## config.mk

```make
export PLATFORM = sky130hd
export DESIGN_NAME = min_max_normalizer_core_flat
export DESIGN_NICKNAME = d
export VERILOG_FILES = /design/src/rtl/core/mmn_pkg.sv /design/src/rtl/core/mmn_if.sv /design/src/rtl/core/mmn_div.sv /design/src/rtl/core/min_max_normalizer_core.sv /design/src/flat_wrapper.sv
export SDC_FILE = /design/constraint.sdc
export NUM_CORES = 1
export LEC_CHECK = 0
export BUFFER_PORTS_ARGS = -buffer_cell sky130_fd_sc_hd__buf_2
export CORE_AREA = 2 2 162 164
export DETAILED_ROUTE_END_ITERATION = 6
export DIE_AREA = 0 0 164 166
export PLACE_DENSITY = 0.71
export SLEW_MARGIN = 0
export SYNTH_ARGS = -nofsm -noshare
export SYNTH_HDL_FRONTEND = slang
export SYNTH_SLANG_ARGS = --single-unit
```

## constraint.sdc

```tcl
create_clock -name i_clk -period 7.5 [get_ports i_clk]
set_input_delay 0.375 -clock i_clk [delete_from_list [all_inputs] [get_ports i_clk]]
set_output_delay 0.375 -clock i_clk [all_outputs]
set_load 0.01 [all_outputs]
```

## src/rtl/core/mmn_pkg.sv

```systemverilog
`timescale 1ns / 1ps

package mmn_pkg;

    // Result word: signed, 16 fraction bits, 24 bits in all.
    localparam int FRAC_BITS  = 16;
    localparam int OUT_BITS   = 24;
    // Bits of the dividend above the fraction bits that the divider walks through.
    localparam int UNIT_SHIFT = OUT_BITS - FRAC_BITS;
    // One unit in Q8.8, the range that stands in for a flat measurement.
    localparam int ONE_UNIT   = 256;
    localparam int CNT_BITS   = 5;

    localparam logic [15:0] FLAT_LIMIT_RESET = 16'd1;

    localparam logic OP_MEASURE   = 1'b0;
    localparam logic OP_NORMALIZE = 1'b1;

    typedef enum logic [2:0] {
        ST_IDLE,
        ST_RANGE,
        ST_PREP,
        ST_START,
        ST_DIV,
        ST_OUT
    } t_state;

endpackage

```

## src/rtl/core/mmn_if.sv

```systemverilog
`timescale 1ns / 1ps

interface mmn_in_if #(parameter int SAMPLE_BITS = 16);
    logic                          valid;
    logic                          ready;
    logic                          op;
    logic signed [SAMPLE_BITS-1:0] sample;
    logic                          first;

    modport source (output valid, op, sample, first, input ready);
    modport sink   (input valid, op, sample, first, output ready);
endinterface

interface mmn_out_if import mmn_pkg::*; ();
    logic                       valid;
    logic                       ready;
    logic signed [OUT_BITS-1:0] normalized;
    logic                       flat;

    modport source (output valid, normalized, flat, input ready);
    modport sink   (input valid, normalized, flat, output ready);
endinterface

```

## src/rtl/core/mmn_div.sv

```systemverilog
`timescale 1ns / 1ps

module mmn_div import mmn_pkg::*; #(
    parameter int SAMPLE_BITS = 16
) (
    input  logic                  i_clk,
    input  logic                  i_rst_n,
    input  logic                  i_start,
    input  logic [SAMPLE_BITS:0]  i_mag,
    input  logic [SAMPLE_BITS:0]  i_den,
    output logic                  o_done,
    output logic                  o_sat,
    output logic [OUT_BITS-1:0]   o_quot
);

    localparam int RW = SAMPLE_BITS + 1;
    localparam logic [CNT_BITS-1:0] CNT_LAST = CNT_BITS'(OUT_BITS - 1);

    logic                r_busy;
    logic                r_done;
    logic                r_sat;
    logic [CNT_BITS-1:0] r_cnt;
    logic [RW-1:0]       r_rem;
    logic [RW-1:0]       r_den;
    logic [OUT_BITS-1:0] r_dvd;
    logic [OUT_BITS-1:0] r_quot;

    logic                w_big;
    logic [RW:0]         w_trial;
    logic [RW:0]         w_diff;

    // A quotient of 2^24 or more saturates whatever its low bits are, so it
    // is caught up front and the remaining quotient fits in 24 bits.
    assign w_big   = {{UNIT_SHIFT{1'b0}}, i_mag} >= {i_den, {UNIT_SHIFT{1'b0}}};
    assign w_trial = {r_rem, r_dvd[OUT_BITS-1]};
    assign w_diff  = w_trial - {1'b0, r_den};

    always_ff @(posedge i_clk) begin
        if (!i_rst_n) begin
            r_busy <= 1'b0;
            r_done <= 1'b0;
        end else if (i_start) begin
            r_busy <= !w_big;
            r_done <= w_big;
        end else if (r_busy) begin
            r_busy <= (r_cnt != CNT_LAST);
            r_done <= (r_cnt == CNT_LAST);
        end else begin
            r_done <= 1'b0;
        end
    end

    always_ff @(posedge i_clk) begin
        if (i_start) begin
            r_sat  <= w_big;
            r_cnt  <= '0;
            r_den  <= i_den;
            r_rem  <= i_mag >> UNIT_SHIFT;
            r_dvd  <= {i_mag[UNIT_SHIFT-1:0], {FRAC_BITS{1'b0}}};
            r_quot <= '0;
        end else if (r_busy) begin
            r_cnt <= r_cnt + 1'b1;
            r_dvd <= {r_dvd[OUT_BITS-2:0], 1'b0};
            if (!w_diff[RW]) begin
                r_rem  <= w_diff[RW-1:0];
                r_quot <= {r_quot[OUT_BITS-2:0], 1'b1};
            end else begin
                r_rem  <= w_trial[RW-1:0];
                r_quot <= {r_quot[OUT_BITS-2:0], 1'b0};
            end
        end
    end

    assign o_done = r_done;
    assign o_sat  = r_sat;
    assign o_quot = r_quot;

endmodule

```

## src/rtl/core/min_max_normalizer_core.sv

```systemverilog
`timescale 1ns / 1ps
// Measure words are taken one per cycle while the core is idle and give no result.
// A normalize word passes the setup states RANGE, PREP and START and then a 24-bit restoring
// divider, one quotient bit per cycle; the next word can be taken in the cycle that its result
// is shown on the output. A saturating quotient skips the divider's quotient bits.
// Synchronous active-low reset: min and max return to their extremes, flat_limit to 1.

module min_max_normalizer_core import mmn_pkg::*; #(
    parameter int SAMPLE_BITS = 16
) (
    input  logic        i_clk,
    input  logic        i_rst_n,
    input  logic        i_cfg_we,
    input  logic [15:0] i_cfg_wdata,
    mmn_in_if.sink      i_in,
    mmn_out_if.source   o_out
);

    localparam int RW = SAMPLE_BITS + 1;
    localparam int CW = (RW > 17) ? RW : 17;
    localparam logic signed [SAMPLE_BITS-1:0] SMP_MAXV = {1'b0, {(SAMPLE_BITS-1){1'b1}}};
    localparam logic signed [SAMPLE_BITS-1:0] SMP_MINV = {1'b1, {(SAMPLE_BITS-1){1'b0}}};
    localparam logic [OUT_BITS-1:0] POS_SAT = {1'b0, {(OUT_BITS-1){1'b1}}};
    localparam logic [OUT_BITS-1:0] NEG_SAT = {1'b1, {(OUT_BITS-1){1'b0}}};

    t_state r_state;
    t_state n_state;

    logic [15:0]                   r_flat_limit;
    logic signed [SAMPLE_BITS-1:0] r_min;
    logic signed [SAMPLE_BITS-1:0] r_max;
    logic signed [SAMPLE_BITS-1:0] r_sample;
    logic signed [RW-1:0]          r_range;
    logic                          r_flat;
    logic                          r_neg;
    logic [RW-1:0]                 r_mag;
    logic [RW-1:0]                 r_den;
    logic                          r_out_valid;
    logic [OUT_BITS-1:0]           r_out_norm;
    logic                          r_out_flat;

    logic                          w_accept;
    logic                          w_start;
    logic                          w_load;
    logic signed [SAMPLE_BITS-1:0] w_sample;
    logic signed [RW-1:0]          w_range;
    logic                          w_flat;
    logic signed [SAMPLE_BITS-1:0] w_lo;
    logic signed [RW-1:0]          w_num;
    logic                          w_done;
    logic                          w_sat;
    logic [OUT_BITS-1:0]           w_quot;
    logic [OUT_BITS-1:0]           w_result;

    assign w_sample = i_in.sample;
    assign w_accept = i_in.valid && i_in.ready;
    assign w_start  = (r_state == ST_START);
    assign w_load   = (r_state == ST_OUT) && (!r_out_valid || o_out.ready);

    always_ff @(posedge i_clk) begin
        if (!i_rst_n) begin
            r_state <= ST_IDLE;
        end else begin
            r_state <= n_state;
        end
    end

    always_comb begin
        n_state    = r_state;
        i_in.ready = 1'b0;
        unique case (r_state)
            ST_IDLE: begin
                i_in.ready = 1'b1;
                if (i_in.valid && i_in.op == OP_NORMALIZE) begin
                    n_state = ST_RANGE;
                end
            end
            ST_RANGE: n_state = ST_PREP;
            ST_PREP:  n_state = ST_START;
            ST_START: n_state = ST_DIV;
            ST_DIV: begin
                if (w_done) begin
                    n_state = ST_OUT;
                end
            end
            ST_OUT: begin
                if (!r_out_valid || o_out.ready) begin
                    n_state = ST_IDLE;
                end
            end
            default: n_state = ST_IDLE;
        endcase
    end

    always_ff @(posedge i_clk) begin
        if (!i_rst_n) begin
            r_flat_limit <= FLAT_LIMIT_RESET;
        end else if (i_cfg_we) begin
            r_flat_limit <= i_cfg_wdata;
        end
    end

    always_ff @(posedge i_clk) begin
        if (!i_rst_n) begin
            r_min <= SMP_MAXV;
            r_max <= SMP_MINV;
        end else if (w_accept && i_in.op == OP_MEASURE) begin
            if (i_in.first) begin
                r_min <= w_sample;
                r_max <= w_sample;
            end else begin
                if (w_sample < r_min) begin
                    r_min <= w_sample;
                end
                if (w_sample > r_max) begin
                    r_max <= w_sample;
                end
            end
        end
    end

    // A range that is negative (nothing measured yet), zero or below the limit is flat.
    assign w_range = RW'(r_max) - RW'(r_min);
    assign w_flat  = w_range[RW-1] || (w_range == '0) ||
                     (CW'($unsigned(w_range)) < CW'(r_flat_limit));

    assign w_lo  = r_flat ? '0 : r_min;
    assign w_num = RW'(r_sample) - RW'(w_lo);

    always_ff @(posedge i_clk) begin
        if (w_accept) begin
            r_sample <= w_sample;
        end
        if (r_state == ST_RANGE) begin
            r_range <= w_range;
            r_flat  <= w_flat;
        end
        if (r_state == ST_PREP) begin
            r_neg <= w_num[RW-1];
            r_mag <= w_num[RW-1] ? $unsigned(-w_num) : $unsigned(w_num);
            r_den <= r_flat ? RW'(ONE_UNIT) : $unsigned(r_range);
        end
    end

    mmn_div #(
        .SAMPLE_BITS (SAMPLE_BITS)
    ) u_div (
        .i_clk   (i_clk),
        .i_rst_n (i_rst_n),
        .i_start (w_start),
        .i_mag   (r_mag),
        .i_den   (r_den),
        .o_done  (w_done),
        .o_sat   (w_sat),
        .o_quot  (w_quot)
    );

    // The negative side reaches one step further than the positive side.
    always_comb begin
        if (r_neg) begin
            if (w_sat || (w_quot[OUT_BITS-1] && (|w_quot[OUT_BITS-2:0]))) begin
                w_result = NEG_SAT;
            end else begin
                w_result = '0 - w_quot;
            end
        end else begin
            if (w_sat || w_quot[OUT_BITS-1]) begin
                w_result = POS_SAT;
            end else begin
                w_result = w_quot;
            end
        end
    end

    always_ff @(posedge i_clk) begin
        if (!i_rst_n) begin
            r_out_valid <= 1'b0;
        end else if (w_load) begin
            r_out_valid <= 1'b1;
        end else if (o_out.ready) begin
            r_out_valid <= 1'b0;
        end
    end

    always_ff @(posedge i_clk) begin
        if (w_load) begin
            r_out_norm <= w_result;
            r_out_flat <= r_flat;
        end
    end

    assign o_out.valid      = r_out_valid;
    assign o_out.normalized = r_out_norm;
    assign o_out.flat       = r_out_flat;

endmodule
```

## src/flat_wrapper.sv

```systemverilog
// flat-port wrapper written by rule: the top's interface ports become plain ports
module min_max_normalizer_core_flat import mmn_pkg::*;
#(
    parameter int SAMPLE_BITS = 16
)
  (i_clk, i_rst_n, i_cfg_we, i_cfg_wdata, i_in_valid, i_in_op, i_in_sample, i_in_first, i_in_ready, o_out_valid, o_out_normalized, o_out_flat, o_out_ready);
  mmn_in_if #(.SAMPLE_BITS(SAMPLE_BITS)) i_in_i ();
  mmn_out_if o_out_i ();
  input  logic i_clk;
  input  logic i_rst_n;
  input  logic i_cfg_we;
  input  logic [15:0] i_cfg_wdata;
  input wire logic [$bits(i_in_i.valid)-1:0] i_in_valid;
  input wire logic [$bits(i_in_i.op)-1:0] i_in_op;
  input wire logic [$bits(i_in_i.sample)-1:0] i_in_sample;
  input wire logic [$bits(i_in_i.first)-1:0] i_in_first;
  output wire logic [$bits(i_in_i.ready)-1:0] i_in_ready;
  output wire logic [$bits(o_out_i.valid)-1:0] o_out_valid;
  output wire logic [$bits(o_out_i.normalized)-1:0] o_out_normalized;
  output wire logic [$bits(o_out_i.flat)-1:0] o_out_flat;
  input wire logic [$bits(o_out_i.ready)-1:0] o_out_ready;
  assign i_in_i.valid = i_in_valid;
  assign i_in_i.op = i_in_op;
  assign i_in_i.sample = i_in_sample;
  assign i_in_i.first = i_in_first;
  assign i_in_ready = i_in_i.ready;
  assign o_out_valid = o_out_i.valid;
  assign o_out_normalized = o_out_i.normalized;
  assign o_out_flat = o_out_i.flat;
  assign o_out_i.ready = o_out_ready;
  min_max_normalizer_core #(.SAMPLE_BITS(SAMPLE_BITS)) u_core (.i_clk(i_clk), .i_rst_n(i_rst_n), .i_cfg_we(i_cfg_we), .i_cfg_wdata(i_cfg_wdata), .i_in(i_in_i), .o_out(o_out_i));
endmodule
```

After elaboration in Yosys (flattened, before gate mapping)
Cells that the tools add are included.
{"block": "word_totals", "out_inout_bits": 27, "reg_bits": 220}
{"block": "op_classes", "n_mux": 26, "magnitude_cmp": 4, "addsub": 6, "eq_ne": 10, "n_reduce_logical": 22, "n_bitwise": 1}
{"op": "$mux 24", "count": 5}
{"op": "$mux 16", "count": 6}
{"op": "$sub 16x16->17", "count": 2}
{"op": "$ge 17x25->1", "count": 1}
{"op": "$sub 1x24->24 const A", "count": 1}
{"op": "$reduce_or 23->1", "count": 1}
{"op": "$mux 9", "count": 2}
{"op": "$pmux 3 s6", "count": 1}
{"op": "$sub 18x17->18", "count": 1}
{"op": "$logic_not 17->1", "count": 1}
{"op": "$lt 17x16->1", "count": 1}
{"op": "$mux 17", "count": 1}
{"op": "$neg 17->17", "count": 1}
{"op": "$gt 16x16->1", "count": 1}
{"op": "$lt 16x16->1", "count": 1}
{"op": "$mux 3", "count": 3}
{"op": "$mux 1", "count": 8}
{"op": "$reduce_bool 2->1", "count": 4}
{"op": "$eq 3x2->1 const B", "count": 2}
{"op": "$eq 3x3->1 const B", "count": 2}
{"op": "$add 5x1->5 const B", "count": 1}
{"op": "$eq 5x5->1 const B", "count": 1}
{"op": "$logic_and 1x1->1", "count": 5}
{"op": "$logic_or 1x1->1", "count": 5}
{"op": "other kinds (9)", "count": 12}

Depth between registers and ports, before layout
{"block": "logic_depth", "ltp_word": 5, "ltp_mapped": 18}

Modules after synthesis
From an unflattened synthesis, not the netlist that was laid out.
{"block": "unflattened", "hier_cells": 1299, "area_unflattened_um2": 12906.1}
{"mod": "min_max_normalizer_core", "cells_each": 902, "area_per_inst_um2": 8891.0, "seq_area_each_um2": 3863.7, "instances": 1}
{"mod": "mmn_div", "cells_each": 397, "area_per_inst_um2": 4015.1, "seq_area_each_um2": 1831.8, "instances": 1}

Least setup slack after synthesis
OpenSTA, ideal clock, no wires.
{"block": "synth_timing", "path_type": "register -> register", "start": "register u_core.r_state[1]", "end": "register u_core.r_den[0], enable pin", "path_buffers": 1, "setup_ns": 0.478, "synth_period_minus_slack_ns": 3.627, "t_required_ns": 7.022, "setup_slack_ns": 3.873, "t_arrival_ns": 3.149, "stages_incl_launch_ff": 3, "cell_sequence": "dfxtp_1 clkbuf_1 nor3b_1"}
{"block": "synth_between", "elab_chain_len": 1}
{"item": "start, declared", "line_no": "min_max_normalizer_core.sv:26", "source": "t_state r_state;"}
{"item": "start signal, assigned", "line_no": "min_max_normalizer_core.sv:64", "source": "r_state <= n_state;"}
{"item": "$eq 3x2->1", "line_no": "min_max_normalizer_core.sv:138", "source": "if (r_state == ST_PREP) begin"}
{"item": "end signal, assigned", "line_no": "min_max_normalizer_core.sv:141", "source": "r_den <= r_flat ? RW'(ONE_UNIT) : $unsigned(r_range);"}
{"item": "end, declared", "line_no": "min_max_normalizer_core.sv:37", "source": "logic [RW-1:0] r_den;"}
Every way passes these cells.
A chain may end at the register's enable or synchronous reset.

Worst setup path in the final report
{"block": "layout_timing", "start": "register u_core.r_flat", "end": "register u_core.r_mag[16] (data pin)"}
{"block": "layout_between", "elab_chain_len": 3}
{"item": "start, declared", "line_no": "min_max_normalizer_core.sv:34", "source": "logic r_flat;"}
{"item": "start signal, assigned", "line_no": "min_max_normalizer_core.sv:136", "source": "r_flat <= w_flat;"}
{"item": "$mux 16 *", "line_no": "min_max_normalizer_core.sv:127", "source": "assign w_lo = r_flat ? '0 : r_min;"}
{"item": "$sub 16x16->17 *", "line_no": "min_max_normalizer_core.sv:128", "source": "assign w_num = RW'(r_sample) - RW'(w_lo);"}
{"item": "$neg 17->17", "line_no": "min_max_normalizer_core.sv:140", "source": "r_mag <= w_num[RW-1] ? $unsigned(-w_num) : $unsigned(w_num);"}
{"item": "end signal, assigned", "line_no": "min_max_normalizer_core.sv:140"}
{"item": "end, declared", "line_no": "min_max_normalizer_core.sv:36", "source": "logic [RW-1:0] r_mag;"}
Mark *: on every way between the ends. The rest lies on a longest branch, timed or not.

==> flow_metrics.env <==
export IMPL_finalHoldViolCount=0
export IMPL_grt_start_max_net_pins=56
export IMPL_nets=1458
export IMPL_critPathMaxFanout=34
export IMPL_vias=9024
export IMPL_period_needed_ns=4.14
export IMPL_drive_gt1_frac=0.110
export IMPL_required_ns=7.84
export IMPL_firstDrtPassIters=7
export IMPL_dp_cells=1617
export IMPL_setup_violations_final=0
export IMPL_path_clk_slew_ns=0.06
export IMPL_ys_seq_elements=220
export IMPL_avgSynthCellArea_um2=10.1
export IMPL_grt_pass1_wl_mm=42.7
export IMPL_layout_common_cells="edfxtp_1, nand2_1, ha_1"
export IMPL_max_freq_mhz=241
export IMPL_seq_area_um2=5700
export IMPL_cts_hold_buf=0
export IMPL_antenna_left=0
export IMPL_overflow=0
export IMPL_postCtsResizedCells=0
export IMPL_post_cts_buffers=0
export IMPL_htree_levels=1
export IMPL_slew_violations=0
export IMPL_drc_errors=0
export IMPL_start_kind="flip-flop"
export IMPL_worstSetupPathType="flip-flop to flip-flop"
export IMPL_cts_sinks=220
export IMPL_grt_pass1_vias=8883
export IMPL_layout_setup_ws_ns=3.36
export IMPL_synth_async_sr_flop_share=0
export IMPL_min_path_type="primary input to flip-flop"
export IMPL_place_hpwl_mm=18.8
export IMPL_rsz0062_at_grt="false"
export IMPL_design_die_area_um2=27200
export IMPL_syn_inst=1255
export IMPL_slew_headroom=0.236
export IMPL_rows=59
export IMPL_area_growth_pct=11.5
export IMPL_synth_ff_type="edfxtp_1"
export IMPL_wire_per_inst_um=15.2
export IMPL_core_um2=25600
export IMPL_multi_input_area_um2=6370
export IMPL_ys_seq_area_frac=0.451
export IMPL_syn_nets=1404
export IMPL_crit_path_end_kind="flip-flop"
export IMPL_initial_utilization=0.493
export IMPL_io_buffer_count=65
export IMPL_ys_types=79
export IMPL_clockRootBuffer="clkbuf_16"
export IMPL_grt_use_total=0.190
export IMPL_final_cells=1663
export IMPL_yosys_warnings=0
export IMPL_arrival_ns=4.48
export IMPL_via_per_inst=5.43
export IMPL_die_x_um=164
export IMPL_syn_area_um2=12600
export IMPL_fin_crit_sh=0.552
export IMPL_die_h_um=166
export IMPL_powerDensity_nw_per_um2=252
export IMPL_skew_ns=0.0138
export IMPL_diodes=0
export IMPL_cap_viol_max_count=0
export IMPL_clock_path_buffers=3
export IMPL_routed_wl_mm=25.2
export IMPL_first_iter_violations=549
export IMPL_final_common_cell="edfxtp_1"
export IMPL_status="completed"
export IMPL_clock_latency_ns=0.52
export IMPL_cts_tree="done"
export IMPL_ys_top_cells_by_area="edfxtp_1, dfxtp_1, ha_1"
export IMPL_ir_drop_v=0.000181
export IMPL_cts_buffers=25
export IMPL_total_leakage_power_nw=6.05
export IMPL_antenna_found_initial=0
export IMPL_fillers=2252
export IMPL_io_pins=66
export IMPL_synth_top_cell_area_share=0.307
export IMPL_routabilityCongestion=0.850
export IMPL_worst_pin_slew_ns=1.15
export IMPL_synth_edf_count=129
export IMPL_place_ws_ns=3.38
export IMPL_synth_largest_area_cell="edfxtp_1"
export IMPL_finalSetupTns_ns=0
==> path summary, 6_finish.rpt <==
path | from | endpoint | slack, ns | cells past startpoint
setup / recovery | u_core.r_flat | u_core.r_mag[16] | 3.36 | 13
hold reg to reg | u_core.r_den[0] | u_core.u_div.r_den[0] | 0.45 | 0
hold / removal | i_cfg_wdata[0] | u_core.r_flat_limit[0] | 0.07 | 3
setup reg to reg | u_core.r_flat | u_core.r_mag[16] | 3.36 | 13
==> cell type report <==
cell class              instances  area share
inverters                     109      0.0291
clock inverters                15     0.00925
flip-flops and latches        220       0.405
well taps                     335      0.0298
clock buffers                  31      0.0482
repair buffers                 71      0.0263
multi-input cells             882       0.452
==> through the flow <==
stage | utilization | hold slack (ns) | power (mW) | instance area (µm²)
floorplan | - | 0.426 | 2.18 | 12600
CTS | 0.549 | 0.0452 | 3.58 | 14100
global placement | 0.518 | 0.437 | 2.35 | 13300
global route | 0.549 | 0.0747 | 3.75 | 14100
finish | 0.549 | 0.0738 | 3.54 | 14100
detailed placement | 0.518 | 0.443 | 2.37 | 13300
==> flip-flops by register name (all words and copies together) (netlist names), 3 cells and up <==
signal / cells
u_core.u_div.r_rem: 17
u_core.r_min: 16
u_core.r_flat_limit: 16
u_core.r_max: 16
u_core.r_state: 3
u_core.o_out.normalized: 24
u_core.u_div.r_dvd: 8
u_core.r_range: 17
u_core.r_sample: 16
u_core.u_div.r_den: 17
u_core.r_den: 17
u_core.u_div.o_quot: 24
u_core.r_mag: 17
u_core.u_div.r_cnt: 5
==> logic make-up after synthesis <==
family | after synthesis | share of synthesized area
AOI/OAI and AO/OA | 251 | 0.133
muxes | 84 | 0.0669
xor gates and xnor gates | 56 | 0.0389
and+or+nand+nor | 381 | 0.152
buffers and inverters | 153 | 0.0468
DFF | 220 | 0.451
adders and majority gates | 110 | 0.111
==> power by group <==
group	switching (mW)	internal [mW]	leakage [nW]
sequential	0.0646	1.40	1.93
combinational	0.495	0.390	3.72
clock	0.478	0.709	0.398
==> critical path, cell delays in order (launching register included) <==
cell      delay, ns
edfxtp_1       0.73
nor2b_1        0.23
ha_1           0.17
inv_1          0.05
fa_1           0.40
a211oi_1       0.36
o31ai_1        0.22
a221oi_2       0.41
nand2_1        0.12
a211oi_1       0.26
a31oi_1        0.10
or2_2          0.34
or3_1          0.32
nor4_1         0.25
==> metal layers <==
metal	vias up	GRT usage	part of all wire
li1	4586	-	-
met1	4206	0.253	0.46
met2	172	0.313	0.47
met3	60	0.0277	0.039
met4	0	0.0717	0.039
met5	-	0	0
==> Yosys cell counts, drive strengths merged, types with 4 or more instances <==
| master | count |
|---|---|
| o211a | 4 |
| xnor2 | 33 |
| a21o | 20 |
| edfxtp | 129 |
| xor2 | 23 |
| o21a | 16 |
| clkbuf | 35 |
| o21ai | 69 |
| nand4b | 4 |
| nand2b | 29 |
| dfxtp | 91 |
| nor4 | 11 |
| nor2 | 90 |
| a31oi | 11 |
| or3 | 12 |
| a21boi | 5 |
| nand2 | 110 |
| o211ai | 4 |
| nand4 | 7 |
| inv | 108 |
| o31ai | 5 |
| nor3b | 7 |
| or2 | 13 |
| buf | 9 |
| nor3 | 15 |
| o311ai | 15 |
| a21oi | 55 |
| mux2i | 81 |
| nor2b | 56 |
| o41ai | 4 |
| a211oi | 12 |
| nand3 | 10 |
| ha | 107 |
No activity file was read; power rests on OpenSTA's default activity.
